## config.mk

```make
export PLATFORM = sky130hd
export DESIGN_NAME = spce_queue
export DESIGN_NICKNAME = d
export VERILOG_FILES = /design/src/rtl/spce_pkg.sv /design/src/rtl/spce_queue.sv
export SDC_FILE = /design/constraint.sdc
export NUM_CORES = 1
export LEC_CHECK = 0
export BUFFER_PORTS_ARGS = -buffer_cell sky130_fd_sc_hd__buf_2
export CAP_MARGIN = 20
export CORE_MARGIN = 3
export CORE_UTILIZATION = 40
export CTS_BUF_LIST = sky130_fd_sc_hd__clkbuf_8
export CTS_CLUSTER_DIAMETER = 40
export CTS_CLUSTER_SIZE = 25
export DETAILED_ROUTE_END_ITERATION = 8
export PLACE_DENSITY = 0.64
export SLEW_MARGIN = 10
export SYNTH_ARGS = -nofsm -noshare
export SYNTH_HDL_FRONTEND = slang
export SYNTH_SLANG_ARGS = --single-unit
```

## constraint.sdc

```tcl
create_clock -name clk -period 1.8 [get_ports clk]
set_input_delay 0 -clock clk [delete_from_list [all_inputs] [get_ports clk]]
set_output_delay 0 -clock clk [all_outputs]
set_load 0.01 [all_outputs]
```

## src/rtl/spce_pkg.sv

```systemverilog
package spce_pkg;

  localparam int CODE_DEPTH = 8192;
  localparam int DATA_DEPTH = 256;
  localparam int ID_DEPTH   = 8;
  localparam int CFG_DEPTH  = 16;
  localparam int MASK_COUNT = 16;

  localparam int CODE_AW = $clog2(CODE_DEPTH);
  localparam int DATA_AW = $clog2(DATA_DEPTH);
  localparam int ID_AW   = (ID_DEPTH > 1) ? $clog2(ID_DEPTH) : 1;
  localparam int CFG_AW  = (CFG_DEPTH > 1) ? $clog2(CFG_DEPTH) : 1;
  localparam int MASK_AW = $clog2(MASK_COUNT);

  // clearing pass after reset covers the deeper of code and data
  localparam int CLR_DEPTH = (CODE_DEPTH > DATA_DEPTH) ? CODE_DEPTH : DATA_DEPTH;
  localparam int CLR_W     = $clog2(CLR_DEPTH);

  localparam int INFO_BYTES = 44;

  // command bytes
  localparam logic [7:0] CB_BLANK_CHECK = 8'h42;
  localparam logic [7:0] CB_WR_CODE     = 8'h51;
  localparam logic [7:0] CB_RD_CODE     = 8'h54;
  localparam logic [7:0] CB_RD_DATA     = 8'h64;
  localparam logic [7:0] CB_RD_ID       = 8'h65;
  localparam logic [7:0] CB_RD_CFG      = 8'h66;
  localparam logic [7:0] CB_WR_CFG      = 8'h67;
  localparam logic [7:0] CB_WR_ID       = 8'h68;
  localparam logic [7:0] CB_WR_DATA     = 8'h69;
  localparam logic [7:0] CB_WR_CFG_AT   = 8'h70;
  localparam logic [7:0] CB_HELLO       = 8'h80;
  localparam logic [7:0] CB_LOAD_INFO   = 8'h81;
  localparam logic [7:0] CB_LOAD_MASKS  = 8'h82;
  localparam logic [7:0] CB_PING        = 8'h88;
  localparam logic [7:0] CB_VERSION     = 8'h8d;
  localparam logic [7:0] CB_SET_RANGE   = 8'h8e;
  localparam logic [7:0] CB_ERASE       = 8'h8F;

  // fixed reply bytes
  localparam logic [7:0] RB_HELLO_ID  = 8'h2c;
  localparam logic [7:0] RB_PING      = 8'hab;
  localparam logic [7:0] RB_VER_MAJOR = 8'd4;
  localparam logic [7:0] RB_VER_MINOR = 8'd40;
  localparam logic [7:0] RB_VER_PATCH = 8'd12;
  localparam logic [7:0] RB_STATUS_OK = 8'h00;

  localparam logic [23:0] CFG_BASE_ADDR = 24'h300000;

  // blank check status bits
  localparam logic [3:0] ST_CODE = 4'h1;
  localparam logic [3:0] ST_CFG  = 4'h2;
  localparam logic [3:0] ST_ID   = 4'h4;
  localparam logic [3:0] ST_DATA = 4'h8;

  // register indexes
  localparam logic [1:0] REG_CODE_WORDS = 2'd0;
  localparam logic [1:0] REG_DATA_BYTES = 2'd1;
  localparam logic [1:0] REG_ID_WORDS   = 2'd2;
  localparam logic [1:0] REG_CFG_WORDS  = 2'd3;

  typedef struct packed {
    logic       kind;
    logic [7:0] rx_byte;
  } in_t;

  typedef struct packed {
    logic [7:0] tx_byte;
    logic       response_end;
    logic       target_reset;
  } out_t;

  typedef enum logic [4:0] {
    CMD_NONE, CMD_BLANK, CMD_WR_CODE, CMD_RD_CODE, CMD_RD_DATA, CMD_RD_ID, CMD_RD_CFG,
    CMD_WR_CFG, CMD_WR_ID, CMD_WR_DATA, CMD_WR_CFG_AT, CMD_HELLO, CMD_LOAD_INFO,
    CMD_LOAD_MASKS, CMD_PING, CMD_VERSION, CMD_SET_RANGE, CMD_ERASE
  } cmd_t;

  typedef struct packed {
    in_t  item;
    cmd_t cmd;
  } op_t;

  typedef enum logic [3:0] {
    PH_IDLE, PH_RANGE, PH_INFO, PH_MASKS, PH_WR_HI, PH_WR_LO, PH_WR_DATA,
    PH_RD_HI, PH_RD_LO, PH_RD_DATA
  } phase_t;

  typedef enum logic [1:0] {SP_CODE, SP_DATA, SP_ID, SP_CFG} space_t;

  typedef enum logic [2:0] {
    ENG_CLEAR, ENG_READY, ENG_RDWAIT, ENG_WALK, ENG_WFIN, ENG_EMIT
  } eng_state_t;

  localparam int QUEUE_DEPTH = 2;

  typedef struct packed {
    logic valid;
    logic full;
  } q_status_t;

endpackage

```

## src/rtl/spce_queue.sv

```systemverilog
module spce_queue (
  input  logic                 clk,
  input  logic                 rst_n,
  input  logic                 push,
  input  spce_pkg::op_t        push_op,
  input  logic                 pop,
  output spce_pkg::op_t        head,
  output spce_pkg::q_status_t  status
);

  localparam int PW = $clog2(spce_pkg::QUEUE_DEPTH);

  spce_pkg::op_t  ent_r [spce_pkg::QUEUE_DEPTH];
  logic [PW-1:0]  wp_r, rp_r;
  logic [PW:0]    cnt_r;

  assign head         = ent_r[rp_r];
  assign status.valid = (cnt_r != '0);
  assign status.full  = (cnt_r == (PW+1)'(spce_pkg::QUEUE_DEPTH));

  always_ff @(posedge clk) begin
    if (!rst_n) begin
      wp_r  <= '0;
      rp_r  <= '0;
      cnt_r <= '0;
    end else begin
      if (push) wp_r <= wp_r + 1'b1;
      if (pop)  rp_r <= rp_r + 1'b1;
      cnt_r <= cnt_r + (PW+1)'(push) - (PW+1)'(pop);
    end
  end

  always_ff @(posedge clk) begin
    if (push) begin
      ent_r[wp_r] <= push_op;
    end
  end

endmodule

```

**Word-level counts from Yosys, hierarchy flattened**

Memories as Yosys holds them, arrays and structs flattened. A register that Yosys moved wholly into a read port is not among the register bits.
Index checks and enable logic that the tools add are counted.
W data, S select, Z words.

- Register bits after elaboration: 4
- Bits in latches: 0
- Memory bits (writable): 28
- Memory bits (read-only): 0
- Input port bits: 18
- Output and inout bits: 16
- Word-level logic and storage cells: 14
- Memories: 1

Memories:

| memory | depth | width | read ports | clocked after memory_dff | write ports | RTL line | RTL |
|---|---|---|---|---|---|---|---|
| ent_r | 2 | 14 | 1 | 1 | 1 | spce_queue.sv:13 | `spce_pkg::op_t ent_r [spce_pkg::QUEUE_DEPTH];` |

- $add $sub $neg: 4
- $mul: 0
- Div/mod/pow operators: 0
- $lt $le $gt $ge: 0
- Equal/unequal tests: 1
- Shifts and indexed selects: 0
- Mux-type cells: 4
- Bitwise logic cells: 0
- Reductions and logical operators: 1

Operator list:

| operator | count |
|---|---|
| $mux W1 | 4 |
| $add A1 B1 Y1 const B | 2 |
| $add A2 B1 Y2 | 1 |
| $eq A2 B2 Y1 const B | 1 |
| $reduce_bool A2 Y1 | 1 |
| $sub A2 B1 Y2 | 1 |

**Depth between registers and ports, before layout**

- Depth in word-level cells: 3
- Gate-level depth with buffers: 6
- Gate-level depth less buffers: 6

**Least setup slack after synthesis**

Ideal clock, no wire load.

- Path kind: register to register
- Start: reg wp_r
- End: mem ent_r[0][0] (netlist bit), enable pin
- Library setup time: 0.387 ns
- Data arrival time: 0.991 ns
- Required time: 1.413 ns
- Path slack: 0.422 ns
- Cell stages (with the launch flop): 2
- Path buffers: 0
- Clock period less this slack: 1.378 ns
- Cells stage by stage: dfxtp_1 nor2b_1

RTL lines:

| what | RTL line | RTL |
|---|---|---|
| start: declaration | spce_queue.sv:14 | `logic [PW-1:0] wp_r, rp_r;` |
| start signal: assignment | spce_queue.sv:27 | `if (push) wp_r <= wp_r + 1'b1;` |
| end: declaration | spce_queue.sv:13 |  |

No word-level cell before the write port.

==> reports/qor_table.md <==
| Quantity | Reported |
| --- | --- |
| I/O Buffers | 33 |
| TritonCTS clock tree | built |
| Critical Path Max Stage Delay | 0.40 ns |
| Number of distinct library cells after synthesis | 12 |
| Synth Register Bits | 33 |
| Clock period minus worst slack | 1.40 ns |
| Worst setup slack after layout | 0.401 ns |
| Maximum resistive drop on vdd | 625 uV |
| Cell chosen for the clock root | sky130_fd_sc_hd__clkbuf_8 |
| Power Internal | 0.00128 W |
| Final standard cell area without fillers | 1690 sq um |
| Initial Util | 43.4% |
| Critical Path End Type | output port |
| Overall Power | 0.00165 W |
| Setup TNS | 0 ns |
| Count of boundary I/O pins | 34 |
| Clock latency at the later pin of the worst-skew pair | 0.28 ns |
| Vias in the first global route | 758 |
| Switching fraction of total power | 22.1% |
| Critical path's slowest cell | sky130_fd_sc_hd__dfxtp_1 |
| Portion of the clock cycle consumed by the worst path in the final layout | 77.7% |
| Num Clock Sinks | 33 |
| Hold/Removal Path Class | input port to flop |
| Area of the mapped netlist | 1240 sq um |
| Clock power share | 30.0% |
| Layout overhead on the synthesized area | 36.6% |
| Total via count after detailed routing | 708 |
| Max clock buf depth | 2 |
| Number of detailed-routing iterations run before antenna repair | 4 |
| Average size of a mapped cell | 19.3 sq um |
| Post-DP HPWL | 1.49 mm |
| Avg Vias per Cell | 4.60 |
| Area after DPL | 1460 sq um |
| Worst slack at placement | 0.554 ns |
| Nature of the critical path startpoint | flop |
| Worst setup slack for register-to-register paths | 0.53 ns |
| Number of setup violations in the final report | 0 |
| Site Rows | 19 |
| Hold_ws | 0.0845 ns |
| Part of the total power dissipated in sequential elements | 54.7% |
| Critical path required time | 1.80 ns |
| Wire length per cell after detailed routing | 14.0 microns |
| Status | completed |
| Source of the worst hold timing path | pop |
| Hold-critical path endpoint | rp_r |
| Die area | 3800 sq um |
| Floorplan die height | 61.6 microns |
| Critical Path Fanout Max | 11 |
| Leak pwr | 0.687 nW |
| Critical R2R Capture | cnt_r[1] |
| Number of nets at the end of the flow | 142 |
| Floorplan Core Area | 2850 sq um |
| Total nets after synthesis | 84 |
| Number of H-tree branching levels | 2 |
| Share of the yosys chip area belonging to registers | 76.0% |
| Num CTS Buffers | 5 |
| Post-detailed-route count of antenna-violating nets | 0 |
| Final-report hold violation count | 0 |
| Routability Congestion | 0.632 |
| Die Span X | 61.6 microns |
| Overflow after GRT | 0 |
| Worst hold path depth | 3 |
| Number of antenna violations at the first check in global routing | 0 |
| Share of total power in combinational logic | 15.2% |
| Actual slew at the worst max-slew pin | 0.379 ns |
| Clock input transition at the sequential cells of the worst setup and hold paths | 0.06 ns |
| Starting DRC count in detailed routing | 16 |
| Pwr per Cell Area | 975 nW/um^2 |
| Number of cells traversed by the worst register-to-register path | 6 |
| Final Skew | 0.00324 ns |
| Cell breakdown of the critical path | buf_4 -> mux2_2 -> buf_2 |
| Fraction of final layout cells sized beyond drive strength 1 | 46.3% |
| Overall global routing resource usage | 12.7% |
| Wire length of the first global-routing pass | 3.28 mm |
| Setup repair after global routing missed its margin | false |
| Worst slew margin relative to its limit | 74.7% |
| Worst EP arrival | 1.40 ns |
| Largest net degree at the start of global routing | 12 |
| F_max | 0.715 GHz |
| ANT cells | 0 |
| Critical path type | flop to output port |
| Instance count of the mapped netlist | 64 |
| Setup bufs post-CTS | 0 |
| Psw | 0.000365 W |
| Warning count from the yosys run | 0 |
| Max-cap violations | 0 |
| Total count of max-transition violations in the final report | 0 |
| Reg-to-Reg Start | cnt_r[0] |
| Routed wire length | 2.16 mm |
| DRC Markers | 0 |
## state kept, by name (all words and copies together) (netlist names), named ones only
name and count:
rp_r 1, wp_r 1, ent_r 28, cnt_r 2
## what timing repair did
item | 4_1_cts | 5_1_grt
hold buffers | 15 | 0
resized for setup | 0 | 0
endpoints found under the hold margin | 32 | 0
## through the flow
step,cells,util [%]
after floorplan,64,-
after global placement,131,51.2
after detailed placement,131,51.2
after CTS,154,59.3
after global routing,154,59.3
final,154,59.3
## cells by family (layout without fill, tap and decap cells)
logic type	Yosys count	in the layout	share of synthesized area, %
muxes	14	14	12.7
adders and majority gates	2	2	2.02
and+or+nand+nor	9	9	4.55
DFF	33	33	76.0
AOI/OAI and AO/OA	1	1	0.607
buffers and inverters	3	62	1.52
xor gates and xnor gates	2	2	2.53
## power by group through the flow
stage	sequential [W]	combinational, W	clock (W)
finish	0.000902	0.000251	0.000495
global placement	0.000916	0.000221	0
global route	0.000907	0.000279	0.000545
CTS	0.000903	0.000257	0.000510
detailed placement	0.000919	0.000230	0
floorplan	0.000914	0.000139	0
## Yosys cell counts (all sizes together)
master	number	area share [%]
o21a	1	0.61
nor2b	4	2.0
xnor3	1	1.8
and2	4	2.0
ha	2	2.0
edfxtp	28	68
buf	1	0.91
dfxtp	5	8.1
mux2	14	13
inv	2	0.61
xor2	1	0.71
or2	1	0.51
## worst max path at each step
stage | from | to | slack [ns]
2_1_floorplan | wp_r | ent_r[0][0] | 0.42
3_3_place_gp | cnt_r[0] | cnt_r[1] | 0.64
3_5_place_dp | cnt_r[0] | cnt_r[1] | 0.55
4_1_cts | flop | head[10] | 0.37
5_1_grt | flop | head[10] | 0.33
6_report | flop | head[10] | 0.40
## placed cells by master (no fill, tap or decap), drive strengths merged
master | synthesis | routed
mux2 | 14 | 14
edfxtp | 28 | 28
xnor3 | 1 | 1
o21a | 1 | 1
ha | 2 | 2
clkinv | 0 | 1
and2 | 4 | 4
nor2b | 4 | 4
buf | 1 | 37
xor2 | 1 | 1
or2 | 1 | 1
dfxtp | 5 | 5
inv | 2 | 4
clkbuf | 0 | 5
dlygate4sd3 | 0 | 15
## layer usage
layer	wire, microns	vias to the layer above	part of all wire [%]	GRT usage, %
met5	0	-	0	0
met3	142	2	6.6	6.29
met4	9	0	0.42	4.55
met2	1090	26	50	20.9
met1	919	327	43	14.2
li1	-	353	-	-
## final cells by class
cell class / count / area, sq um
Sequential cell: 33 / 941
Tap cell: 31 / 38.8
Inverter: 2 / 7.51
Multi-Input combinational cell: 28 / 278
Timing Repair Buffer: 52 / 345
Clock buffer: 5 / 68.8
Clock inverter: 3 / 11.3
Fill cell: 234 / 1160
## worst max-delay path: cells and delay by family, from the launching register on
kind     cells  cell delay, ns
mux          1            0.35
buf+inv      2            0.37
flops        1            0.40
No activity file was read; power rests on OpenSTA's default activity.
