## src/rtl/spce_pkg.sv

```systemverilog
package spce_pkg;

  localparam int CODE_DEPTH = 8192;
  localparam int DATA_DEPTH = 256;
  localparam int ID_DEPTH   = 8;
  localparam int CFG_DEPTH  = 16;
  localparam int MASK_COUNT = 16;

  localparam int CODE_AW = $clog2(CODE_DEPTH);
  localparam int DATA_AW = $clog2(DATA_DEPTH);
  localparam int ID_AW   = (ID_DEPTH > 1) ? $clog2(ID_DEPTH) : 1;
  localparam int CFG_AW  = (CFG_DEPTH > 1) ? $clog2(CFG_DEPTH) : 1;
  localparam int MASK_AW = $clog2(MASK_COUNT);

  // clearing pass after reset covers the deeper of code and data
  localparam int CLR_DEPTH = (CODE_DEPTH > DATA_DEPTH) ? CODE_DEPTH : DATA_DEPTH;
  localparam int CLR_W     = $clog2(CLR_DEPTH);

  localparam int INFO_BYTES = 44;

  // command bytes
  localparam logic [7:0] CB_BLANK_CHECK = 8'h42;
  localparam logic [7:0] CB_WR_CODE     = 8'h51;
  localparam logic [7:0] CB_RD_CODE     = 8'h54;
  localparam logic [7:0] CB_RD_DATA     = 8'h64;
  localparam logic [7:0] CB_RD_ID       = 8'h65;
  localparam logic [7:0] CB_RD_CFG      = 8'h66;
  localparam logic [7:0] CB_WR_CFG      = 8'h67;
  localparam logic [7:0] CB_WR_ID       = 8'h68;
  localparam logic [7:0] CB_WR_DATA     = 8'h69;
  localparam logic [7:0] CB_WR_CFG_AT   = 8'h70;
  localparam logic [7:0] CB_HELLO       = 8'h80;
  localparam logic [7:0] CB_LOAD_INFO   = 8'h81;
  localparam logic [7:0] CB_LOAD_MASKS  = 8'h82;
  localparam logic [7:0] CB_PING        = 8'h88;
  localparam logic [7:0] CB_VERSION     = 8'h8d;
  localparam logic [7:0] CB_SET_RANGE   = 8'h8e;
  localparam logic [7:0] CB_ERASE       = 8'h8F;

  // fixed reply bytes
  localparam logic [7:0] RB_HELLO_ID  = 8'h2c;
  localparam logic [7:0] RB_PING      = 8'hab;
  localparam logic [7:0] RB_VER_MAJOR = 8'd4;
  localparam logic [7:0] RB_VER_MINOR = 8'd40;
  localparam logic [7:0] RB_VER_PATCH = 8'd12;
  localparam logic [7:0] RB_STATUS_OK = 8'h00;

  localparam logic [23:0] CFG_BASE_ADDR = 24'h300000;

  // blank check status bits
  localparam logic [3:0] ST_CODE = 4'h1;
  localparam logic [3:0] ST_CFG  = 4'h2;
  localparam logic [3:0] ST_ID   = 4'h4;
  localparam logic [3:0] ST_DATA = 4'h8;

  // register indexes
  localparam logic [1:0] REG_CODE_WORDS = 2'd0;
  localparam logic [1:0] REG_DATA_BYTES = 2'd1;
  localparam logic [1:0] REG_ID_WORDS   = 2'd2;
  localparam logic [1:0] REG_CFG_WORDS  = 2'd3;

  typedef struct packed {
    logic       kind;
    logic [7:0] rx_byte;
  } in_t;

  typedef struct packed {
    logic [7:0] tx_byte;
    logic       response_end;
    logic       target_reset;
  } out_t;

  typedef enum logic [4:0] {
    CMD_NONE, CMD_BLANK, CMD_WR_CODE, CMD_RD_CODE, CMD_RD_DATA, CMD_RD_ID, CMD_RD_CFG,
    CMD_WR_CFG, CMD_WR_ID, CMD_WR_DATA, CMD_WR_CFG_AT, CMD_HELLO, CMD_LOAD_INFO,
    CMD_LOAD_MASKS, CMD_PING, CMD_VERSION, CMD_SET_RANGE, CMD_ERASE
  } cmd_t;

  typedef struct packed {
    in_t  item;
    cmd_t cmd;
  } op_t;

  typedef enum logic [3:0] {
    PH_IDLE, PH_RANGE, PH_INFO, PH_MASKS, PH_WR_HI, PH_WR_LO, PH_WR_DATA,
    PH_RD_HI, PH_RD_LO, PH_RD_DATA
  } phase_t;

  typedef enum logic [1:0] {SP_CODE, SP_DATA, SP_ID, SP_CFG} space_t;

  typedef enum logic [2:0] {
    ENG_CLEAR, ENG_READY, ENG_RDWAIT, ENG_WALK, ENG_WFIN, ENG_EMIT
  } eng_state_t;

  localparam int QUEUE_DEPTH = 2;

  typedef struct packed {
    logic valid;
    logic full;
  } q_status_t;

endpackage

```

## src/rtl/spce_front.sv

```systemverilog
module spce_front (
  input  logic              clk,
  input  logic              rst_n,
  input  logic              accept,
  input  spce_pkg::in_t     in_item,
  input  logic              q_full,
  output logic              push,
  output spce_pkg::op_t     push_op,
  output logic              pending
);

  logic          v_r;
  spce_pkg::op_t op_r;

  function automatic spce_pkg::cmd_t decode(input logic [7:0] b);
    spce_pkg::cmd_t c;
    case (b)
      spce_pkg::CB_BLANK_CHECK: c = spce_pkg::CMD_BLANK;
      spce_pkg::CB_WR_CODE:     c = spce_pkg::CMD_WR_CODE;
      spce_pkg::CB_RD_CODE:     c = spce_pkg::CMD_RD_CODE;
      spce_pkg::CB_RD_DATA:     c = spce_pkg::CMD_RD_DATA;
      spce_pkg::CB_RD_ID:       c = spce_pkg::CMD_RD_ID;
      spce_pkg::CB_RD_CFG:      c = spce_pkg::CMD_RD_CFG;
      spce_pkg::CB_WR_CFG:      c = spce_pkg::CMD_WR_CFG;
      spce_pkg::CB_WR_ID:       c = spce_pkg::CMD_WR_ID;
      spce_pkg::CB_WR_DATA:     c = spce_pkg::CMD_WR_DATA;
      spce_pkg::CB_WR_CFG_AT:   c = spce_pkg::CMD_WR_CFG_AT;
      spce_pkg::CB_HELLO:       c = spce_pkg::CMD_HELLO;
      spce_pkg::CB_LOAD_INFO:   c = spce_pkg::CMD_LOAD_INFO;
      spce_pkg::CB_LOAD_MASKS:  c = spce_pkg::CMD_LOAD_MASKS;
      spce_pkg::CB_PING:        c = spce_pkg::CMD_PING;
      spce_pkg::CB_VERSION:     c = spce_pkg::CMD_VERSION;
      spce_pkg::CB_SET_RANGE:   c = spce_pkg::CMD_SET_RANGE;
      spce_pkg::CB_ERASE:       c = spce_pkg::CMD_ERASE;
      default:                  c = spce_pkg::CMD_NONE;
    endcase
    return c;
  endfunction

  assign push    = v_r && !q_full;
  assign push_op = op_r;
  assign pending = v_r;

  always_ff @(posedge clk) begin
    if (!rst_n) begin
      v_r <= 1'b0;
    end else if (accept) begin
      v_r <= 1'b1;
    end else if (push) begin
      v_r <= 1'b0;
    end
  end

  // slot beats carry no command; decode is only used for bytes seen in idle
  always_ff @(posedge clk) begin
    if (accept) begin
      op_r.item <= in_item;
      op_r.cmd  <= in_item.kind ? spce_pkg::CMD_NONE : decode(in_item.rx_byte);
    end
  end

endmodule

```

## config.mk

```make
export PLATFORM = sky130hd
export DESIGN_NAME = spce_front
export DESIGN_NICKNAME = d
export VERILOG_FILES = /design/src/rtl/spce_pkg.sv /design/src/rtl/spce_front.sv
export SDC_FILE = /design/constraint.sdc
export NUM_CORES = 1
export LEC_CHECK = 0
export BUFFER_PORTS_ARGS = -buffer_cell sky130_fd_sc_hd__buf_4
export CAP_MARGIN = 20
export CORE_MARGIN = 2
export CORE_UTILIZATION = 50
export CTS_CLUSTER_SIZE = 10
export DETAILED_ROUTE_END_ITERATION = 6
export MAX_ROUTING_LAYER = met4
export PLACE_DENSITY = 0.87
export REMOVE_ABC_BUFFERS = 1
export SYNTH_ARGS = -nofsm -noshare
export SYNTH_HDL_FRONTEND = slang
export SYNTH_SLANG_ARGS = --single-unit
```

## constraint.sdc

```tcl
create_clock -name clk -period 4.3 [get_ports clk]
set_input_delay 1.29 -clock clk [delete_from_list [all_inputs] [get_ports clk]]
set_output_delay 1.29 -clock clk [all_outputs]
set_load 0.02 [all_outputs]
```

[After elaboration in Yosys (flattened, before gate mapping)]
Index checks and enable logic that the tools add are counted.
Word-level totals
  word-level logic and storage cells: 27
  register bits: 15
  input port bits: 13
  output and inout bits: 16
Cells by class
  reduce and logical (&&, ||, !) cells: 3
  multiplexer cells: 3
  eq/ne operators: 17
Operator list (count)
  case mux 5 bit (17 select lines): 1
  == test 8 x 7 -> 1 bit (second input constant): 10
  == test 8 bit (second input constant): 7
  2-to-1 mux 1 bit: 2
  nonzero test 2 bit: 1
  logical AND 1 bit: 1
  logical NOT 1 bit: 1

[Longest topological paths before layout]
Gate-level depths: netlist of the first run.
  word-level depth: 4
  mapped depth: 5
  depth with buffers taken out: 4

[Worst setup path after synthesis of the first run]
OpenSTA, ideal clock, no wires.
  path type: input port to output port
  start: input q_full
  end: output push
  path buffers: 0
  path slack: 1416 ps
  arrival: 1594 ps
  required time: 3010 ps
  stages: 1
  path through: nor2b_1
On the way
  longest elaborated chain between the ends: 2
Ends and longest elaborated chain
  start, declared: line spce_front.sv:6  | input logic q_full,
  logical NOT 1 bit: line spce_front.sv:40  | assign push = v_r && !q_full;
  logical AND 1 bit: line spce_front.sv:40
  end, declared: line spce_front.sv:7  | output logic push,
Every way passes these cells.

[Final worst setup path of the first run]
Same ends and word-level chain as after synthesis.

==> flow_metrics.py, run 1 <==
metrics = {
    "final_layout": {
        "num_antenna_cells": 0,
        "n_fill_cell": 113,
        "finalNonFillerCells": 107,
        "final_util": 0.676,
        "areaGrowthSynthToFinish_pct": 29.7,
        "final_cell_mix": "buf_4, edfxtp_1, nor2_1, a21oi_1, nand3b_1",
        "nets": 105,
        "drive_gt1_frac": 0.374,
        "final_area_sq_um": 995,
        "final_common_cell": "buf_4",
    },
    "timing": {
        "finalSetupTns_ps": 0,
        "final-setup-viol-count": 0,
        "rsz0062_at_grt": "false",
        "worst_pin_slew_ps": 277,
        "maxSlewHeadroom": 0.814,
        "slew_viol_final": 0,
        "post-route-min-period_ps": 2960,
        "fin_skew_ps": 0,
        "hold_viol_final": 0,
        "post-route-period-util": 0.689,
        "fmax_ghz": 0.337,
    },
    "placement": {
        "place_congestion": 0.940,
        "placed_cells": 103,
        "io_buffers": 28,
        "placed_cell_area_sq_um": 968,
        "dp_hpwl_um": 1220,
    },
    "setup_path": {
        "cp-start-kind": "input port",
        "worstPathArrival_ps": 1670,
        "cp-end-kind": "output port",
        "critPathRequiredTime_ps": 3010,
        "path_class": "in -> out",
        "cp_common_cell": "buf_4",
        "path_max_fanout": 2,
        "critical-path-slowest-cell": "buf_4",
        "critPathMaxStageDelay_ps": 150,
        "worstPathCellList": "buf_4 > nor2b_1 > buf_4",
    },
    "logic_synthesis": {
        "ys.warnings.count": 0,
        "synthTopCellsByArea": "edfxtp_1, nand3b_1, a21oi_1",
        "synth_area_sq_um": 767,
        "yosysUniqueCellTypes": 32,
        "synth_area_per_cell_sq_um": 12.2,
        "synth_seq_cells": 15,
        "synthCells": 63,
        "synth_top_area_frac": 0.548,
        "ys_seq_area_frac": 0.574,
        "synth_top_area_cell": "edfxtp_1",
    },
    "power_and_ir_drop": {
        "power_uw": 314,
        "ir_drop_uv": 202,
        "power_density_mw_per_mm2": 316,
        "p_leak_nw": 0.375,
    },
    "clock_tree": {
        "post_cts_buffers": 0,
        "cts_buffer_depth": 2,
        "cts.sinks": 15,
        "ctsResizeCount": 0,
        "path_clk_slew_ps": 80,
        "clock_latency_ps": 270,
        "hold_buffers": 0,
        "clockRootBuffer": "clkbuf_4",
        "htreeDepth": 1,
        "cts_tree": "done",
        "numCtsBuffers": 3,
    },
    "status": {
        "status": "complete, no violations",
    },
    "floorplanning": {
        "die_x_um": 43.2,
        "core_sq_mm": 0.00147,
        "start_util": 0.521,
        "placementRows": 14,
        "die_h_um": 43.2,
        "ios": 29,
        "fp.dieArea_sq_mm": 0.00186,
    },
    "route": {
        "drc": 0,
        "wl_per_cell_um": 15.0,
        "drt_iter0_drc": 20,
        "vias": 639,
        "drtAntennaViolNets": 0,
        "wl_um": 1600,
        "viasPerCell": 5.97,
        "firstDrtPassIters": 4,
    },
    "global_routing": {
        "antenna_found_initial": 0,
        "grt-ovfl-total": 0,
        "grt_max_degree": 16,
        "grt_use_total": 0.195,
        "grt_first_pass_wirelength_um": 2640,
        "grt_pass1_vias": 558,
    },
    "hold_path": {
        "hold_class": "reg -> reg",
    },
    "flow_run": {
        "max-cap-violations": 0,
    },
}
-- sequential cells by signal, summed over array words and instances (netlist names) --
signal / cells
pending: 1
push_op: 14
-- layer usage --
metal  up-vias  wire [um]  global-route usage
met2        42        817               0.290
met5         -          0                   -
met4         0         34              0.0788
li1        300          -                   -
met3         8        135              0.0468
met1       289        613               0.257
-- worst max-delay path: cells and delay by family --
family	cells	cell delay [ps]
buffers and inverters	2	260
and+or+nand+nor	1	110
-- kinds of logic (layout without fill, tap and decap cells) --
group / after synthesis / after routing / synth area share
simple gates: 24 / 24 / 0.199
compound gates: 17 / 17 / 0.152
flops: 15 / 15 / 0.574
buf+inv: 4 / 32 / 0.0375
xor+xnor: 2 / 2 / 0.0228
mux: 1 / 1 / 0.0147
-- cell usage after synthesis --
| library cell | number |
|---|---|
| a22o_1 | 1 |
| or3_4 | 1 |
| nor2b_1 | 2 |
| or4b_1 | 1 |
| a211o_1 | 1 |
| o211a_1 | 1 |
| a31oi_1 | 1 |
| edfxtp_1 | 14 |
| buf_4 | 1 |
| xor2_1 | 1 |
| o21ai_1 | 2 |
| or3_1 | 2 |
| nand3b_1 | 4 |
| a211oi_2 | 1 |
| buf_2 | 2 |
| o32ai_1 | 1 |
| nor3b_1 | 2 |
| o21ai_0 | 1 |
| nand3_1 | 1 |
| dfxtp_1 | 1 |
| o21a_1 | 2 |
| nor2_1 | 5 |
| xnor2_1 | 1 |
| nand2_1 | 2 |
| nor4_1 | 1 |
| o22ai_1 | 1 |
| nand2b_1 | 1 |
| a21oi_1 | 5 |
| and4_1 | 1 |
| buf_6 | 1 |
| or3b_1 | 1 |
| mux2_2 | 1 |
-- power breakdown --
part | total [mW] | switching (mW) | internal [mW]
combinational | 0.0656 | 0.0369 | 0.0287
clock | 0.0751 | 0.0392 | 0.0359
sequential | 0.174 | 0.00326 | 0.170
-- through the flow --
stage,hold slack [ps],setup WS [ps]
floorplan,594,1420
CTS,606,1340
finish,608,1340
global placement,510,1370
detailed placement,588,1340
global route,629,1320
-- final timing paths --
| check | startpoint | to | slack [ps] | cells after the start |
|---|---|---|---|---|
| max | q_full | push | 1340 | 3 |
| min | pending | pending | 610 | 2 |
| max reg2reg | pending | pending | 3620 | 2 |
| min reg2reg | pending | pending | 610 | 2 |
-- final cells by class --
class | instances | area (sq um) | area share
sequential | 15 | 440 | 0.443
multi-input combinational | 44 | 298 | 0.299
tap | 16 | 20.0 | 0.0201
timing repair buffer | 28 | 210 | 0.211
clock buffer | 4 | 26.3 | 0.0264
No activity file was read; power rests on OpenSTA's default activity.
==> run 2: changes to the inputs <==
--- a/config.mk
+++ b/config.mk
@@ -5,14 +5,15 @@
 export SDC_FILE = /design/constraint.sdc
 export NUM_CORES = 1
 export LEC_CHECK = 0
+export ABC_AREA = 1
 export BUFFER_PORTS_ARGS = -buffer_cell sky130_fd_sc_hd__buf_4
 export CAP_MARGIN = 20
 export CORE_MARGIN = 2
-export CORE_UTILIZATION = 50
+export CORE_UTILIZATION = 47
 export CTS_CLUSTER_SIZE = 10
 export DETAILED_ROUTE_END_ITERATION = 6
 export MAX_ROUTING_LAYER = met4
-export PLACE_DENSITY = 0.87
+export PLACE_DENSITY = 0.83
 export REMOVE_ABC_BUFFERS = 1
 export SYNTH_ARGS = -nofsm -noshare
 export SYNTH_HDL_FRONTEND = slang
==> constraint.sdc (replaced) <==
create_clock -name clk -period 2.9 [get_ports clk]
set_input_delay 0.87 -clock clk [delete_from_list [all_inputs] [get_ports clk]]
set_output_delay 0.87 -clock clk [all_outputs]
set_load 0.02 [all_outputs]
==> run 2 against run 1 <==
  * Clock power grew 58%
  * Final area grew 4.3%
  * First-iteration DRC count shrank 30%
  * Sequential power grew 47%
  * Die area grew 7.5%
  * Critical endpoint unchanged
  * Sequential share of layout area shrank 1.8 points
  * Largest power group unchanged
  * Synthesized cell count grew 43%
  * Highest routed layer unchanged
  * Critical path depth is the same
  * Via count grew 3.3%
  * Cell count grew 29%
  * Clock-buffer cell count is the same
==> flow_metrics.py, run 2 <==
metrics = {
    "power_and_ir_drop": {
        "clock_power_share": 0.255,
        "ir_drop_uv": 276,
        "switching_power_uw": 123,
        "pwr-share-comb": 0.195,
        "p_sw_frac": 0.264,
        "power_density_mw_per_mm2": 449,
        "p_int_uw": 343,
        "p_leak_nw": 0.525,
        "seq_power_share": 0.550,
    },
    "clock_tree": {
        "ctsResizeCount": 0,
        "cts_buffer_depth": 2,
        "clockRootBuffer": "clkbuf_4",
        "numCtsBuffers": 3,
        "clock_latency_ps": 280,
        "htreeDepth": 1,
        "post_cts_buffers": 0,
        "path_clk_slew_ps": 80,
        "hold_buffers": 0,
        "cts_tree": "done",
        "cts.sinks": 15,
    },
    "logic_synthesis": {
        "synth_commonest_cells": "nand2_1, edfxtp_1, nor2_1",
        "synth_seq_cells": 15,
        "synthTopCellsByArea": "edfxtp_1, nand2_1, nor2_1",
        "synth_area_per_cell_sq_um": 8.67,
        "ys.flop_type": "edfxtp_1",
        "ys_seq_area_frac": 0.564,
        "synth_area_sq_um": 781,
        "synthArstFlopShare": 0,
        "synth_top_area_frac": 0.538,
        "synth_top_area_cell": "edfxtp_1",
        "ys.warnings.count": 0,
        "yosysUniqueCellTypes": 16,
        "yosysMostFrequentCell": "nand2_1",
        "synth_edf_count": 14,
        "synthCells": 90,
    },
    "setup_path": {
        "path_class": "in -> out",
        "critPathMaxStageDelay_ps": 140,
        "cp-end-kind": "output port",
        "critical-path-slowest-cell": "buf_4",
        "worstPathCellList": "buf_4 > nor2_1 > buf_4",
        "cp_common_cell": "buf_4",
        "cp-start-kind": "input port",
        "critPathRequiredTime_ps": 2030,
        "worstPathArrival_ps": 1220,
        "crit_buf_inv": 2,
        "path_max_fanout": 2,
        "r2r_slack_ps": 2270,
        "crit_family": "buffers and inverters",
    },
    "final_layout": {
        "nets": 136,
        "multi_input_area_sq_um": 284,
        "largest_reg_flops": 14,
        "final_util": 0.681,
        "num_antenna_cells": 0,
        "final_area_sq_mm": 0.00104,
        "final_common_cell": "buf_4",
        "areaGrowthSynthToFinish_pct": 32.9,
        "seq_area_sq_um": 440,
        "final_cell_mix": "buf_4, nand2_1, nor2_1, edfxtp_1, inv_1",
        "n_fill_cell": 126,
        "drive_gt1_frac": 0.336,
    },
    "global_routing": {
        "grt_max_degree": 16,
        "use_met3": 0.0240,
        "antenna_found_initial": 0,
        "grt_pass1_vias": 599,
        "grtUsageMet1": 0.224,
        "grt_first_pass_wirelength_um": 2570,
        "grt_use_total": 0.189,
        "grt-ovfl-total": 0,
        "grtUsageMet2": 0.307,
        "grt.busiest_layer": "met2",
    },
    "timing": {
        "rsz0062_at_grt": "false",
        "worst_pin_slew_ps": 238,
        "hold_viol_final": 0,
        "post-route-period-util": 0.720,
        "maxSlewHeadroom": 0.840,
        "post-route-min-period_ps": 2090,
        "fin_skew_ps": 0,
        "finalSetupTns_ps": 0,
        "final-setup-viol-count": 0,
        "slew_viol_final": 0,
        "fmax_ghz": 0.479,
    },
    "floorplanning": {
        "fp.dieArea_sq_mm": 0.00200,
        "ios": 29,
        "die_x_um": 44.8,
        "start_util": 0.512,
        "die_h_um": 44.8,
        "placementRows": 14,
        "core_sq_mm": 0.00152,
    },
    "placement": {
        "placed_cell_area_sq_mm": 0.00101,
        "dp_hpwl_um": 1130,
        "place_congestion": 0.939,
        "io_buffers": 28,
    },
    "route": {
        "firstDrtPassIters": 4,
        "wl_per_cell_um": 11.4,
        "drtAntennaViolNets": 0,
        "viasPerCell": 4.78,
        "vias": 660,
        "drt_iter0_drc": 14,
        "drc": 0,
        "wl_um": 1580,
    },
    "hold_path": {
        "hold_class": "reg -> reg",
    },
    "status": {
        "status": "complete, no violations",
    },
    "flow_run": {
        "max-cap-violations": 0,
    },
}
==> run 2: cell types whose count changed in the layout (fill, tap and decap cells not counted), sizes merged, moves of 3 or more <==
cell | before | now
nand2 | 2 | 30
inv | 0 | 15
nor2 | 5 | 17
a21oi | 5 | 2
nand3 | 1 | 4
or3 | 3 | 0
==> run 2: layer usage <==
metal	part of all wire	vias up
met3	0.035	5
met2	0.52	18
li1	-	347
met5	0	-
met1	0.41	290
met4	0.028	0
==> run 2: cell families (layout without fill, tap and decap cells) <==
kind of cell,count (synthesis),count (layout),share of synthesized area
AOI/OAI and AO/OA,4,4,0.0256
and+or+nand+nor,56,56,0.338
DFF,15,15,0.564
buffers and inverters,15,47,0.0721
==> run 2: worst paths after layout <==
kind	from	to	cells past startpoint
worst max-delay path	q_full	push	3
worst min-delay path	pending	pending	2
worst max register to register	pending	pending	2
worst min register to register	pending	pending	2
==> run 2: area by class of cell <==
class / count / share of cell area
tap: 16 / 0.0193
multi-input combinational: 60 / 0.274
clock buffer: 4 / 0.0253
sequential: 15 / 0.425
inverter: 15 / 0.0543
timing repair buffer: 28 / 0.203
==> run 2: power groups by stage <==
stage	Clock (mW)	Combinational (mW)	Sequential, mW
2_1_floorplan	0	0.0226	0.282
3_3_place_gp	0	0.0886	0.261
3_5_place_dp	0	0.0910	0.261
4_1_cts	0.121	0.0917	0.257
5_1_grt	0.134	0.0976	0.258
6_report	0.119	0.0910	0.256
==> run 2: worst min-delay path: cells and delay by family, from the launching register on <==
kind	cells	cell delay, ps
AOI/OAI and AO/OA	1	140
and+or+nand+nor	1	60
DFF	1	330
==> run 2: metrics by stage <==
stage | cells | setup slack (ps) | power (mW) | hold WS [ps]
detailed placement | 134 | 817 | 0.352 | 565
floorplan | 90 | 867 | 0.305 | 589
finish | 138 | 813 | 0.466 | 569
global placement | 134 | 822 | 0.350 | 494
global route | 138 | 803 | 0.489 | 612
CTS | 138 | 810 | 0.470 | 577
